<file path="src/iaf_pkg.sv">
// Shared types and constants of the IMU alignment and gravity filter.
// Used by iaf_front, iaf_back and the top level; depends on nothing.
`timescale 1ns / 1ps
`default_nettype none

package iaf_pkg;

    localparam int AXES   = 3;
    localparam int QDEPTH = 2;
    localparam int QPTR_W = (QDEPTH > 1) ? $clog2(QDEPTH) : 1;
    localparam int QCNT_W = $clog2(QDEPTH + 1);

    // Reset value of the gravity estimate Z axis, -9.81 in Q7.24
    localparam logic signed [31:0] GRAV_RESET_Z = -32'sd164584489;

    // Configuration register indexes
    typedef enum logic [2:0] {
        REG_COS_PITCH = 3'd0,
        REG_SIN_PITCH = 3'd1,
        REG_COS_ROLL  = 3'd2,
        REG_SIN_ROLL  = 3'd3,
        REG_ALPHA     = 3'd4,
        REG_BIAS_X    = 3'd5,
        REG_BIAS_Y    = 3'd6,
        REG_BIAS_Z    = 3'd7
    } reg_idx_t;

    typedef struct packed {
        logic [15:0] cos_pitch;
        logic [15:0] sin_pitch;
        logic [15:0] cos_roll;
        logic [15:0] sin_roll;
        logic [15:0] alpha;
        logic [AXES-1:0][15:0] bias;
    } cfg_t;

    // One queued sample: raw accel and bias-removed gyro (exact in 17 bits)
    typedef struct packed {
        logic [AXES-1:0][15:0] accel;
        logic [AXES-1:0][16:0] gyro;
    } item_t;

    typedef struct packed {
        logic [QCNT_W-1:0] count;
    } front_stat_t;

    typedef struct packed {
        logic load;
        logic write;
    } back_stat_t;

    // Back-end sequencer states
    typedef enum logic [2:0] {
        B_IDLE,
        B_RUN,
        B_DRAIN,
        B_FIN,
        B_DONE
    } back_state_t;

endpackage

`default_nettype wire

</file>
<file path="src/imu_align_gravity_filter_top.sv">
// Top level of the IMU alignment and gravity filter: configuration
// registers, front end and back end. Depends on iaf_pkg, iaf_front, iaf_back.
`timescale 1ns / 1ps
`default_nettype none

// Each sample transaction pushed in is bias-corrected, rotated by the
// pitch/roll matrix and folded into a low-pass gravity estimate; exactly one
// result transaction comes out per sample, in order. In the back end one shared
// 18x32 multiplier works through 28 products (4 matrix terms, 9 per rotated
// vector, 2 per gravity axis), plus a load, a pipeline drain, the gravity
// rounding and the result write. A two-entry input queue takes new samples
// while the back end works, and a one-entry result register holds the finished
// result until it is popped. The user must write registers through
// cfg_we/cfg_addr/cfg_wdata only while the block is idle; the block does not enforce it.
module imu_align_gravity_filter_top (
    input  wire logic        clk,
    input  wire logic        rst_n,
    input  wire logic        cfg_we,
    input  wire logic [2:0]  cfg_addr,
    input  wire logic [15:0] cfg_wdata,
    input  wire logic        push,
    output logic             full,
    input  wire logic [15:0] accel_x,
    input  wire logic [15:0] accel_y,
    input  wire logic [15:0] accel_z,
    input  wire logic [15:0] gyro_x,
    input  wire logic [15:0] gyro_y,
    input  wire logic [15:0] gyro_z,
    output logic             empty,
    input  wire logic        pop,
    output logic [15:0]      corr_accel_x,
    output logic [15:0]      corr_accel_y,
    output logic [15:0]      corr_accel_z,
    output logic [15:0]      corr_gyro_x,
    output logic [15:0]      corr_gyro_y,
    output logic [15:0]      corr_gyro_z,
    output logic [15:0]      grav_x,
    output logic [15:0]      grav_y,
    output logic [15:0]      grav_z,
    output logic [15:0]      lin_x,
    output logic [15:0]      lin_y,
    output logic [15:0]      lin_z
);
    import iaf_pkg::*;

    cfg_t        cfg_reg;
    item_t       q_head;
    logic        q_valid;
    logic        q_pop;
    front_stat_t fstat;
    back_stat_t  bstat;

    // Configuration registers
    always_ff @(posedge clk or negedge rst_n)
    begin
        if (!rst_n)
        begin
            cfg_reg.cos_pitch <= 16'd32767;
            cfg_reg.sin_pitch <= '0;
            cfg_reg.cos_roll  <= 16'd32767;
            cfg_reg.sin_roll  <= '0;
            cfg_reg.alpha     <= 16'd64674;
            cfg_reg.bias      <= '0;
        end
        else if (cfg_we)
        begin
            unique case (reg_idx_t'(cfg_addr))
                REG_COS_PITCH: cfg_reg.cos_pitch <= cfg_wdata;
                REG_SIN_PITCH: cfg_reg.sin_pitch <= cfg_wdata;
                REG_COS_ROLL:  cfg_reg.cos_roll  <= cfg_wdata;
                REG_SIN_ROLL:  cfg_reg.sin_roll  <= cfg_wdata;
                REG_ALPHA:     cfg_reg.alpha     <= cfg_wdata;
                REG_BIAS_X:    cfg_reg.bias[0]   <= cfg_wdata;
                REG_BIAS_Y:    cfg_reg.bias[1]   <= cfg_wdata;
                REG_BIAS_Z:    cfg_reg.bias[2]   <= cfg_wdata;
                default:       cfg_reg           <= cfg_reg;
            endcase
        end
    end

    iaf_front u_front (
        .clk     (clk),
        .rst_n   (rst_n),
        .push    (push),
        .full    (full),
        .accel_x (accel_x),
        .accel_y (accel_y),
        .accel_z (accel_z),
        .gyro_x  (gyro_x),
        .gyro_y  (gyro_y),
        .gyro_z  (gyro_z),
        .cfg     (cfg_reg),
        .q_head  (q_head),
        .q_valid (q_valid),
        .q_pop   (q_pop),
        .fstat   (fstat)
    );

    iaf_back u_back (
        .clk          (clk),
        .rst_n        (rst_n),
        .cfg          (cfg_reg),
        .q_head       (q_head),
        .q_valid      (q_valid),
        .q_pop        (q_pop),
        .empty        (empty),
        .pop          (pop),
        .corr_accel_x (corr_accel_x),
        .corr_accel_y (corr_accel_y),
        .corr_accel_z (corr_accel_z),
        .corr_gyro_x  (corr_gyro_x),
        .corr_gyro_y  (corr_gyro_y),
        .corr_gyro_z  (corr_gyro_z),
        .grav_x       (grav_x),
        .grav_y       (grav_y),
        .grav_z       (grav_z),
        .lin_x        (lin_x),
        .lin_y        (lin_y),
        .lin_z        (lin_z),
        .bstat        (bstat)
    );

`ifndef ASSERT_OFF
    // Back end only takes a sample the queue actually holds
    a_pop_valid: assert property (@(posedge clk) disable iff (!rst_n)
        q_pop |-> q_valid)
        else $error("back end popped an empty queue");

    // Queue fill count stays within its depth
    a_count_bound: assert property (@(posedge clk) disable iff (!rst_n)
        fstat.count <= QCNT_W'(QDEPTH))
        else $error("input queue overfilled");

    // A result appears only after the back end wrote it
    a_result_source: assert property (@(posedge clk) disable iff (!rst_n)
        $rose(!empty) |-> $past(bstat.write))
        else $error("result valid without a back-end write");

    // One sample at a time: no second load right after a load
    a_one_at_a_time: assert property (@(posedge clk) disable iff (!rst_n)
        bstat.load |=> !q_pop)
        else $error("back end loaded two samples back to back");
`endif

endmodule

`default_nettype wire

</file>
<file path="src/iaf_front.sv">
// Front end: takes sample transactions, removes the gyro bias and holds
// the samples in a short queue for the back end. Depends on iaf_pkg.
`timescale 1ns / 1ps
`default_nettype none

module iaf_front (
    input  wire logic                clk,
    input  wire logic                rst_n,
    input  wire logic                push,
    output logic                     full,
    input  wire logic [15:0]         accel_x,
    input  wire logic [15:0]         accel_y,
    input  wire logic [15:0]         accel_z,
    input  wire logic [15:0]         gyro_x,
    input  wire logic [15:0]         gyro_y,
    input  wire logic [15:0]         gyro_z,
    input  wire iaf_pkg::cfg_t       cfg,
    output iaf_pkg::item_t           q_head,
    output logic                     q_valid,
    input  wire logic                q_pop,
    output iaf_pkg::front_stat_t     fstat
);
    import iaf_pkg::*;

    item_t             mem_reg [QDEPTH];
    logic [QPTR_W-1:0] wr_ptr_reg, wr_ptr_next;
    logic [QPTR_W-1:0] rd_ptr_reg, rd_ptr_next;
    logic [QCNT_W-1:0] count_reg, count_next;
    logic              accept;
    logic              do_pop;
    item_t             in_item;
    logic [AXES-1:0][15:0] raw_gyro;

    assign full    = (count_reg == QCNT_W'(QDEPTH));
    assign q_valid = (count_reg != '0);
    assign accept  = push && !full;
    assign do_pop  = q_pop && q_valid;
    assign q_head  = mem_reg[rd_ptr_reg];
    assign fstat.count = count_reg;

    // Pack the incoming sample, gyro minus bias in 17 bits
    assign raw_gyro = {gyro_z, gyro_y, gyro_x};
    always_comb
    begin
        in_item.accel = {accel_z, accel_y, accel_x};
        for (int i = 0; i < AXES; i++)
        begin
            in_item.gyro[i] = $signed({raw_gyro[i][15], raw_gyro[i]})
                            - $signed({cfg.bias[i][15], cfg.bias[i]});
        end
    end

    // Pointer and fill count
    always_comb
    begin
        wr_ptr_next = wr_ptr_reg;
        rd_ptr_next = rd_ptr_reg;
        count_next  = count_reg;
        if (accept)
        begin
            wr_ptr_next = (wr_ptr_reg == QPTR_W'(QDEPTH - 1)) ? '0 : wr_ptr_reg + 1'b1;
        end
        if (do_pop)
        begin
            rd_ptr_next = (rd_ptr_reg == QPTR_W'(QDEPTH - 1)) ? '0 : rd_ptr_reg + 1'b1;
        end
        if (accept && !do_pop)
        begin
            count_next = count_reg + 1'b1;
        end
        else if (!accept && do_pop)
        begin
            count_next = count_reg - 1'b1;
        end
    end

    always_ff @(posedge clk or negedge rst_n)
    begin
        if (!rst_n)
        begin
            wr_ptr_reg <= '0;
            rd_ptr_reg <= '0;
            count_reg  <= '0;
        end
        else
        begin
            wr_ptr_reg <= wr_ptr_next;
            rd_ptr_reg <= rd_ptr_next;
            count_reg  <= count_next;
        end
    end

    // Queue storage
    always_ff @(posedge clk)
    begin
        if (accept)
        begin
            mem_reg[wr_ptr_reg] <= in_item;
        end
    end

endmodule

`default_nettype wire

</file>
<file path="src/iaf_back.sv">
// Back end: one shared multiplier sequenced over the matrix, the two
// rotations and the gravity low-pass, plus the result register. Uses iaf_pkg.
`timescale 1ns / 1ps
`default_nettype none

module iaf_back (
    input  wire logic            clk,
    input  wire logic            rst_n,
    input  wire iaf_pkg::cfg_t   cfg,
    input  wire iaf_pkg::item_t  q_head,
    input  wire logic            q_valid,
    output logic                 q_pop,
    output logic                 empty,
    input  wire logic            pop,
    output logic [15:0]          corr_accel_x,
    output logic [15:0]          corr_accel_y,
    output logic [15:0]          corr_accel_z,
    output logic [15:0]          corr_gyro_x,
    output logic [15:0]          corr_gyro_y,
    output logic [15:0]          corr_gyro_z,
    output logic [15:0]          grav_x,
    output logic [15:0]          grav_y,
    output logic [15:0]          grav_z,
    output logic [15:0]          lin_x,
    output logic [15:0]          lin_y,
    output logic [15:0]          lin_z,
    output iaf_pkg::back_stat_t  bstat
);
    import iaf_pkg::*;

    typedef enum logic [1:0] {
        PH_MAT,
        PH_ROT,
        PH_GRAV
    } phase_t;

    typedef struct packed {
        phase_t     ph;
        logic       vec;   // 0: accel, 1: gyro
        logic [1:0] row;
        logic [1:0] col;
    } op_t;

    localparam op_t OP_FIRST = '{ph: PH_MAT, vec: 1'b0, row: 2'd0, col: 2'd0};

    function automatic logic [15:0] sat16(input logic signed [36:0] x);
        logic [15:0] r;
        if (x > 37'sd32767)
        begin
            r = 16'h7fff;
        end
        else if (x < -37'sd32768)
        begin
            r = 16'h8000;
        end
        else
        begin
            r = x[15:0];
        end
        return r;
    endfunction

    // Walk matrix products, accel rows, gyro rows, then gravity axes
    function automatic op_t next_op(input op_t op);
        op_t n;
        n = op;
        unique case (op.ph)
            PH_MAT:
            begin
                if (op.col == 2'd3)
                begin
                    n = '{ph: PH_ROT, vec: 1'b0, row: 2'd0, col: 2'd0};
                end
                else
                begin
                    n.col = op.col + 2'd1;
                end
            end
            PH_ROT:
            begin
                if (op.col != 2'd2)
                begin
                    n.col = op.col + 2'd1;
                end
                else
                begin
                    n.col = 2'd0;
                    if (op.row != 2'd2)
                    begin
                        n.row = op.row + 2'd1;
                    end
                    else if (!op.vec)
                    begin
                        n.row = 2'd0;
                        n.vec = 1'b1;
                    end
                    else
                    begin
                        n = '{ph: PH_GRAV, vec: 1'b0, row: 2'd0, col: 2'd0};
                    end
                end
            end
            PH_GRAV:
            begin
                if (op.col == 2'd0)
                begin
                    n.col = 2'd1;
                end
                else if (op.row == 2'd2)
                begin
                    // Last product of the sample: park on the first op
                    n = OP_FIRST;
                end
                else
                begin
                    n.col = 2'd0;
                    n.row = op.row + 2'd1;
                end
            end
            default: n = op;
        endcase
        return n;
    endfunction

    back_state_t state_reg, state_next;
    op_t         op_reg, tag_reg;
    logic        tag_vld_reg;
    logic        last_op;
    logic        load;
    logic        issue;
    logic        out_free;
    logic        write_out;

    // Working registers of one sample
    logic [AXES-1:0][15:0] va_reg;
    logic [AXES-1:0][16:0] vg_reg;
    logic signed [16:0]    m01_reg, m02_reg, m21_reg, m22_reg;
    logic [AXES-1:0][15:0] ca_reg, cg_reg, gr_reg;
    logic signed [31:0]    g_reg [AXES];
    logic signed [49:0]    prod_reg;
    logic signed [51:0]    acc_reg;

    // Result register
    logic                  out_valid_reg;
    logic [AXES-1:0][15:0] o_ca_reg, o_cg_reg, o_gr_reg, o_ln_reg;

    // Multiplier operands and datapath
    logic signed [17:0] mul_a;
    logic signed [31:0] mul_b;
    logic signed [16:0] m_sel;
    logic signed [51:0] prod_ext, sum_rot, rot_rnd, mix, g_rnd, mat_rnd;

    assign last_op  = (op_reg.ph == PH_GRAV) && (op_reg.row == 2'd2) && (op_reg.col == 2'd1);
    assign out_free = !out_valid_reg || pop;
    assign empty    = !out_valid_reg;

    // Next state
    always_comb
    begin
        state_next = state_reg;
        unique case (state_reg)
            B_IDLE:  if (q_valid) state_next = B_RUN;
            B_RUN:   if (last_op) state_next = B_DRAIN;
            B_DRAIN: state_next = B_FIN;
            B_FIN:   state_next = B_DONE;
            B_DONE:  if (out_free) state_next = B_IDLE;
            default: state_next = B_IDLE;
        endcase
    end

    // State outputs
    always_comb
    begin
        load      = (state_reg == B_IDLE) && q_valid;
        issue     = (state_reg == B_RUN);
        write_out = (state_reg == B_DONE) && out_free;
    end

    assign q_pop       = load;
    assign bstat.load  = load;
    assign bstat.write = write_out;

    // Sequencer, plus the tag that follows each product through the multiplier
    always_ff @(posedge clk or negedge rst_n)
    begin
        if (!rst_n)
        begin
            state_reg   <= B_IDLE;
            op_reg      <= OP_FIRST;
            tag_reg     <= OP_FIRST;
            tag_vld_reg <= 1'b0;
        end
        else
        begin
            state_reg   <= state_next;
            tag_reg     <= op_reg;
            tag_vld_reg <= issue;
            if (load)
            begin
                op_reg <= OP_FIRST;
            end
            else if (issue)
            begin
                op_reg <= next_op(op_reg);
            end
        end
    end

    // Matrix entry for the current rotation product
    always_comb
    begin
        m_sel = '0;
        unique case (op_reg.row)
            2'd0:
            begin
                unique case (op_reg.col)
                    2'd0:    m_sel = $signed({cfg.cos_pitch[15], cfg.cos_pitch});
                    2'd1:    m_sel = m01_reg;
                    2'd2:    m_sel = m02_reg;
                    default: m_sel = '0;
                endcase
            end
            2'd1:
            begin
                unique case (op_reg.col)
                    2'd0:    m_sel = '0;
                    2'd1:    m_sel = $signed({cfg.cos_roll[15], cfg.cos_roll});
                    2'd2:    m_sel = -$signed({cfg.sin_roll[15], cfg.sin_roll});
                    default: m_sel = '0;
                endcase
            end
            2'd2:
            begin
                unique case (op_reg.col)
                    2'd0:    m_sel = -$signed({cfg.sin_pitch[15], cfg.sin_pitch});
                    2'd1:    m_sel = m21_reg;
                    2'd2:    m_sel = m22_reg;
                    default: m_sel = '0;
                endcase
            end
            default: m_sel = '0;
        endcase
    end

    // Operand select for the shared multiplier
    always_comb
    begin
        mul_a = '0;
        mul_b = '0;
        unique case (op_reg.ph)
            PH_MAT:
            begin
                mul_a = op_reg.col[1] ? 18'($signed(cfg.cos_pitch))
                                      : 18'($signed(cfg.sin_pitch));
                mul_b = op_reg.col[0] ? 32'($signed(cfg.cos_roll))
                                      : 32'($signed(cfg.sin_roll));
            end
            PH_ROT:
            begin
                mul_a = 18'(m_sel);
                mul_b = op_reg.vec ? 32'($signed(vg_reg[op_reg.col]))
                                   : 32'($signed(va_reg[op_reg.col]));
            end
            PH_GRAV:
            begin
                if (op_reg.col == 2'd0)
                begin
                    mul_a = $signed({2'b00, cfg.alpha});
                    mul_b = g_reg[op_reg.row];
                end
                else
                begin
                    mul_a = 18'sd65536 - $signed({2'b00, cfg.alpha});
                    mul_b = 32'($signed(ca_reg[op_reg.row]));
                end
            end
            default:
            begin
                mul_a = '0;
                mul_b = '0;
            end
        endcase
    end

    // Rounding arithmetic on the registered product
    always_comb
    begin
        prod_ext = 52'(prod_reg);
        sum_rot  = (tag_reg.col == 2'd0) ? prod_ext : acc_reg + prod_ext;
        rot_rnd  = (sum_rot + 52'sd16384) >>> 15;
        mat_rnd  = (prod_ext + 52'sd16384) >>> 15;
        mix      = acc_reg + (prod_ext <<< 16);
        g_rnd    = (mix + 52'sd32768) >>> 16;
    end

    // Gravity state
    always_ff @(posedge clk or negedge rst_n)
    begin
        if (!rst_n)
        begin
            g_reg[0] <= '0;
            g_reg[1] <= '0;
            g_reg[2] <= GRAV_RESET_Z;
        end
        else if (tag_vld_reg && (tag_reg.ph == PH_GRAV) && (tag_reg.col == 2'd1))
        begin
            g_reg[tag_reg.row] <= g_rnd[31:0];
        end
    end

    // Datapath registers
    always_ff @(posedge clk)
    begin
        if (load)
        begin
            va_reg <= q_head.accel;
            vg_reg <= q_head.gyro;
        end
        prod_reg <= mul_a * mul_b;
        if (tag_vld_reg)
        begin
            unique case (tag_reg.ph)
                PH_MAT:
                begin
                    unique case (tag_reg.col)
                        2'd0:    m01_reg <= mat_rnd[16:0];
                        2'd1:    m02_reg <= mat_rnd[16:0];
                        2'd2:    m21_reg <= mat_rnd[16:0];
                        default: m22_reg <= mat_rnd[16:0];
                    endcase
                end
                PH_ROT:
                begin
                    acc_reg <= sum_rot;
                    if (tag_reg.col == 2'd2)
                    begin
                        if (tag_reg.vec)
                        begin
                            cg_reg[tag_reg.row] <= sat16(rot_rnd[36:0]);
                        end
                        else
                        begin
                            ca_reg[tag_reg.row] <= sat16(rot_rnd[36:0]);
                        end
                    end
                end
                PH_GRAV:
                begin
                    if (tag_reg.col == 2'd0)
                    begin
                        acc_reg <= prod_ext;
                    end
                end
                default: acc_reg <= acc_reg;
            endcase
        end
        // Round the updated estimate to Q7.8
        if (state_reg == B_FIN)
        begin
            for (int i = 0; i < AXES; i++)
            begin
                gr_reg[i] <= sat16(37'(($signed({g_reg[i][31], g_reg[i]}) + 33'sd32768)
                                       >>> 16));
            end
        end
        if (write_out)
        begin
            o_ca_reg <= ca_reg;
            o_cg_reg <= cg_reg;
            o_gr_reg <= gr_reg;
            for (int i = 0; i < AXES; i++)
            begin
                o_ln_reg[i] <= sat16(37'($signed({ca_reg[i][15], ca_reg[i]})
                                       - $signed({gr_reg[i][15], gr_reg[i]})));
            end
        end
    end

    // Result valid flag
    always_ff @(posedge clk or negedge rst_n)
    begin
        if (!rst_n)
        begin
            out_valid_reg <= 1'b0;
        end
        else if (write_out)
        begin
            out_valid_reg <= 1'b1;
        end
        else if (pop)
        begin
            out_valid_reg <= 1'b0;
        end
    end

    assign corr_accel_x = o_ca_reg[0];
    assign corr_accel_y = o_ca_reg[1];
    assign corr_accel_z = o_ca_reg[2];
    assign corr_gyro_x  = o_cg_reg[0];
    assign corr_gyro_y  = o_cg_reg[1];
    assign corr_gyro_z  = o_cg_reg[2];
    assign grav_x       = o_gr_reg[0];
    assign grav_y       = o_gr_reg[1];
    assign grav_z       = o_gr_reg[2];
    assign lin_x        = o_ln_reg[0];
    assign lin_y        = o_ln_reg[1];
    assign lin_z        = o_ln_reg[2];

endmodule

`default_nettype wire
</file>
<file path="config.mk">
export PLATFORM = sky130hd
export DESIGN_NAME = imu_align_gravity_filter_top
export DESIGN_NICKNAME = d
export VERILOG_FILES = /design/src/iaf_pkg.sv /design/src/imu_align_gravity_filter_top.sv /design/src/iaf_front.sv /design/src/iaf_back.sv
export SDC_FILE = /design/constraint.sdc
export NUM_CORES = 2
export LEC_CHECK = 0
export ABC_AREA = 1
export ABC_CLOCK_PERIOD_IN_PS = 12700
export BUFFER_PORTS_ARGS = -buffer_cell sky130_fd_sc_hd__buf_4
export CORE_MARGIN = 5
export CORE_UTILIZATION = 46
export CTS_CLUSTER_DIAMETER = 60
export CTS_CLUSTER_SIZE = 25
export DETAILED_ROUTE_END_ITERATION = 6
export PLACE_DENSITY = 0.64
export SLEW_MARGIN = 20
export SYNTH_ARGS = -nofsm -noshare
export SYNTH_HDL_FRONTEND = slang
export SYNTH_SLANG_ARGS = --single-unit
</file>
<file path="constraint.sdc">
create_clock -name clk -period 12.7 [get_ports clk]
set_input_delay 1.27 -clock clk [delete_from_list [all_inputs] [get_ports clk]]
set_output_delay 1.27 -clock clk [all_outputs]
set_load 0.01 [all_outputs]
</file>
==> run metrics <==
status=finished, violations left; failing checks=DRC; final worst-path cycle share=81.4%; fin worst setup slack=between 2 and 2.5 ns; remaining global-route overflow=0; global-route total usage across every layer=between 20% and 30%; Max Root-Sink Buffers=3; classification of the worst-slack hold path=reg -> reg; number of cells on the worst hold path=0; M2 GR Usage=between 40 and 50%; area share of the largest cell type after synthesis=between 30% and 40%; peak-usage layer in the global routing report=met2; Initial Utilization=46.1%; setup repair after global routing missed its margin=false; std cell rows=approximately 150; fraction of registers with async set or reset after synthesis=a little under a quarter; Post CTS Setup Buffer Count=0; synthesis warning total=0; vias post-DR=around 57k; via count of the first global-routing pass=around 57k; met1 track demand over resource in global routing=37.4%; final setup violation count=0; # H-tree levels=3; hold wc startpoint=u_back.cg_reg[6]; GR Util met3=5.12%; arrival time reported for the critical path endpoint=10.91 ns; leading cell type by number of instances after synthesis=nand2_1; Crit Path Category=reg -> reg; list of most frequent post-synthesis cells=2,088 x nand2_1, 1,431 x inv_1, 753 x edfxtp_1; f_max=slightly below 100 MHz; fraction of the mapped netlist area in compound gates=8.20%; number of clock buffers inserted by TritonCTS=89; worst min-delay path endpoint=u_back.corr_gyro_x[6]; final estimated routing congestion in global placement=0.981; transition time of the tightest slew-check pin=~1.2 ns; Required @ worst endpoint=about 13 ns; clk_lat worst skew=0.74 ns; largest family of logic cells by synthesized area=adder cells; initial antenna violation count=6; pins over their slew limit=0; Sinks on Clock Net=about 1.1k; sequential share of the synthesized area=41.0%; width of the die=about 410 um; drt wl/cell=around 23 um; number of flops mapped to enable cells by yosys=roughly 750; slowest stage delay, CP=0.86 ns; flip-flop count of the largest register after layout=roughly 200; count of nets left with antenna violations after detail routing=0; simple-gate share of the synthesized area=between 10% and 20%; Synth Area in Adders=20.9%; hold buffer count at CTS=0; total negative slack for setup checks=0 ns; MaxCap Viol Count=0; drt pass-1 iters=7; Die Outline Area=about 170,000 sq um; library cells used by synthesis=64; cell types occupying the most area after synthesis=edfxtp_1 31%, fa_1 15%, nand2_1 11%; reg2reg end=u_back.prod_reg[44]; worst slack, placed=2.62 ns; placeable core area=roughly 160,000 sq um; total wirelength of the detailed-routed design=between 200,000 and 250,000 um; Final #Nets=9,432; launching point of the worst reg2reg path=u_back.op_reg[0]; number of primary I/O pins=about 310; top fanout value on the critical path=28; Port Buf Inserts=about 310; violation count after the first detailed-route iteration=5,180; xor and xnor fraction of the mapped netlist area=about 2.7%; Resized cells post-CTS=0; hold violation total from the final report=0; area added between synthesis and finish=11.0%; CTS tree=done; #FFs+latches synth=between 1k and 1.5k; worst r2r path cells=34; clock period minus worst slack=around 10 ns; post-synth top area cell=edfxtp_1; Root Buffer=clkbuf_16; syn_nets=just over 9k; post-DP HPWL=between 150,000 and 200,000 um; post-synthesis average cell area=about 8.9 sq um; post-synthesis instance area=roughly 73,000 sq um; worst-case register-to-register setup slack=approximately 2.4 ns; Gate Count Post-Synth=8,191; remaining design rule violation count=16; proportion of synthesized area in mux cells=less than 1%; final clock skew=~0.065 ns; DIE HEIGHT=between 400 and 500 um; Top cell by count, worst path=fa_1; kind of end point of the critical path=flop; post-detailed-route via-to-cell ratio=roughly 5.4; Post-synth top flop=edfxtp_1; pin count of the biggest net entering global routing=~160; type of element launching the critical path=flop; wire length of the first global-routing pass=between 300,000 and 400,000 um; cell with the largest stage delay on the worst path=nand3_1; Rel. slew slack=slightly below 20%; CTS clock-pin slew for the worst setup and hold paths=approximately 0.09 ns; share of layout cells above drive strength 1=9.32%
## worst max-delay path by stage
stage,from,to,slack [ns],cells after the start
3_3_place_gp,u_back.op_reg[0],u_back.prod_reg[44],2.68,34
2_1_floorplan,u_back.state_reg[2],u_front.fstat[1],2.42,8
4_1_cts,u_back.op_reg[0],u_back.prod_reg[44],2.57,34
3_5_place_dp,u_back.op_reg[0],u_back.prod_reg[44],2.62,34
5_1_grt,u_back.op_reg[0],u_back.prod_reg[44],1.98,34
6_report,u_back.op_reg[0],u_back.prod_reg[44],2.36,34
## per-stage QoR
step                cell area [sq um]  hold slack (ns)  utilization, %  cells
floorplan                       72900            0.352               -   8191
finish                          80900            0.416            51.2  10582
global route                    80900            0.416            51.2  10580
detailed placement              77600            0.405            49.1  10414
global placement                77600            0.401            49.1  10413
CTS                             80900            0.411            51.2  10580
## worst max-delay path, delay by kind of cell, from the launching register on
kind                     cells  cell delay (ns)
adder cells (fa/ha/maj)      8             3.85
AO/OA/AOI/OAI               10             2.05
flip-flops                   1             0.35
AND/OR/NAND/NOR              6             1.41
buffers and inverters        9             2.34
XOR/XNOR                     1             0.15
## layout by cell type, fill, tap and decap left out, drive strengths merged, types with 50 or more instances in the layout
master	count
fa	562
ha	317
xnor2	79
nor3	65
xor2	149
dfrtp	190
dfstp	57
o21ai	550
a21oi	325
clkbuf	97
nand3	261
edfxtp	753
nand2	2146
dfxtp	50
buf	390
nand4	59
inv	1487
nor2	653
## metal layers
layer / wire [um] / vias up
met3: 18600 / 520
met2: 109000 / 2524
met4: 15000 / 0
li1: - / 26463
met5: 0 / -
met1: 97500 / 27561
## logic make-up after synthesis
logic type | Yosys count
compound gates | 1087
xor+xnor | 228
fa+ha+maj | 879
buf+inv | 1705
flops | 1050
mux | 11
simple gates | 3231
## cell type report
type	instances	area (sq um)
antenna	2	5.00
timing repair buffer	390	2980
inverter	1466	5500
clock buffer	97	2280
sequential	1050	29900
clock inverter	69	993
tap	2072	2590
multi-input combinational	5436	36700
fill	14705	77100
Power is not shown: default switching activity piles up to over one toggle a cycle in this logic, so the estimate is an artifact.
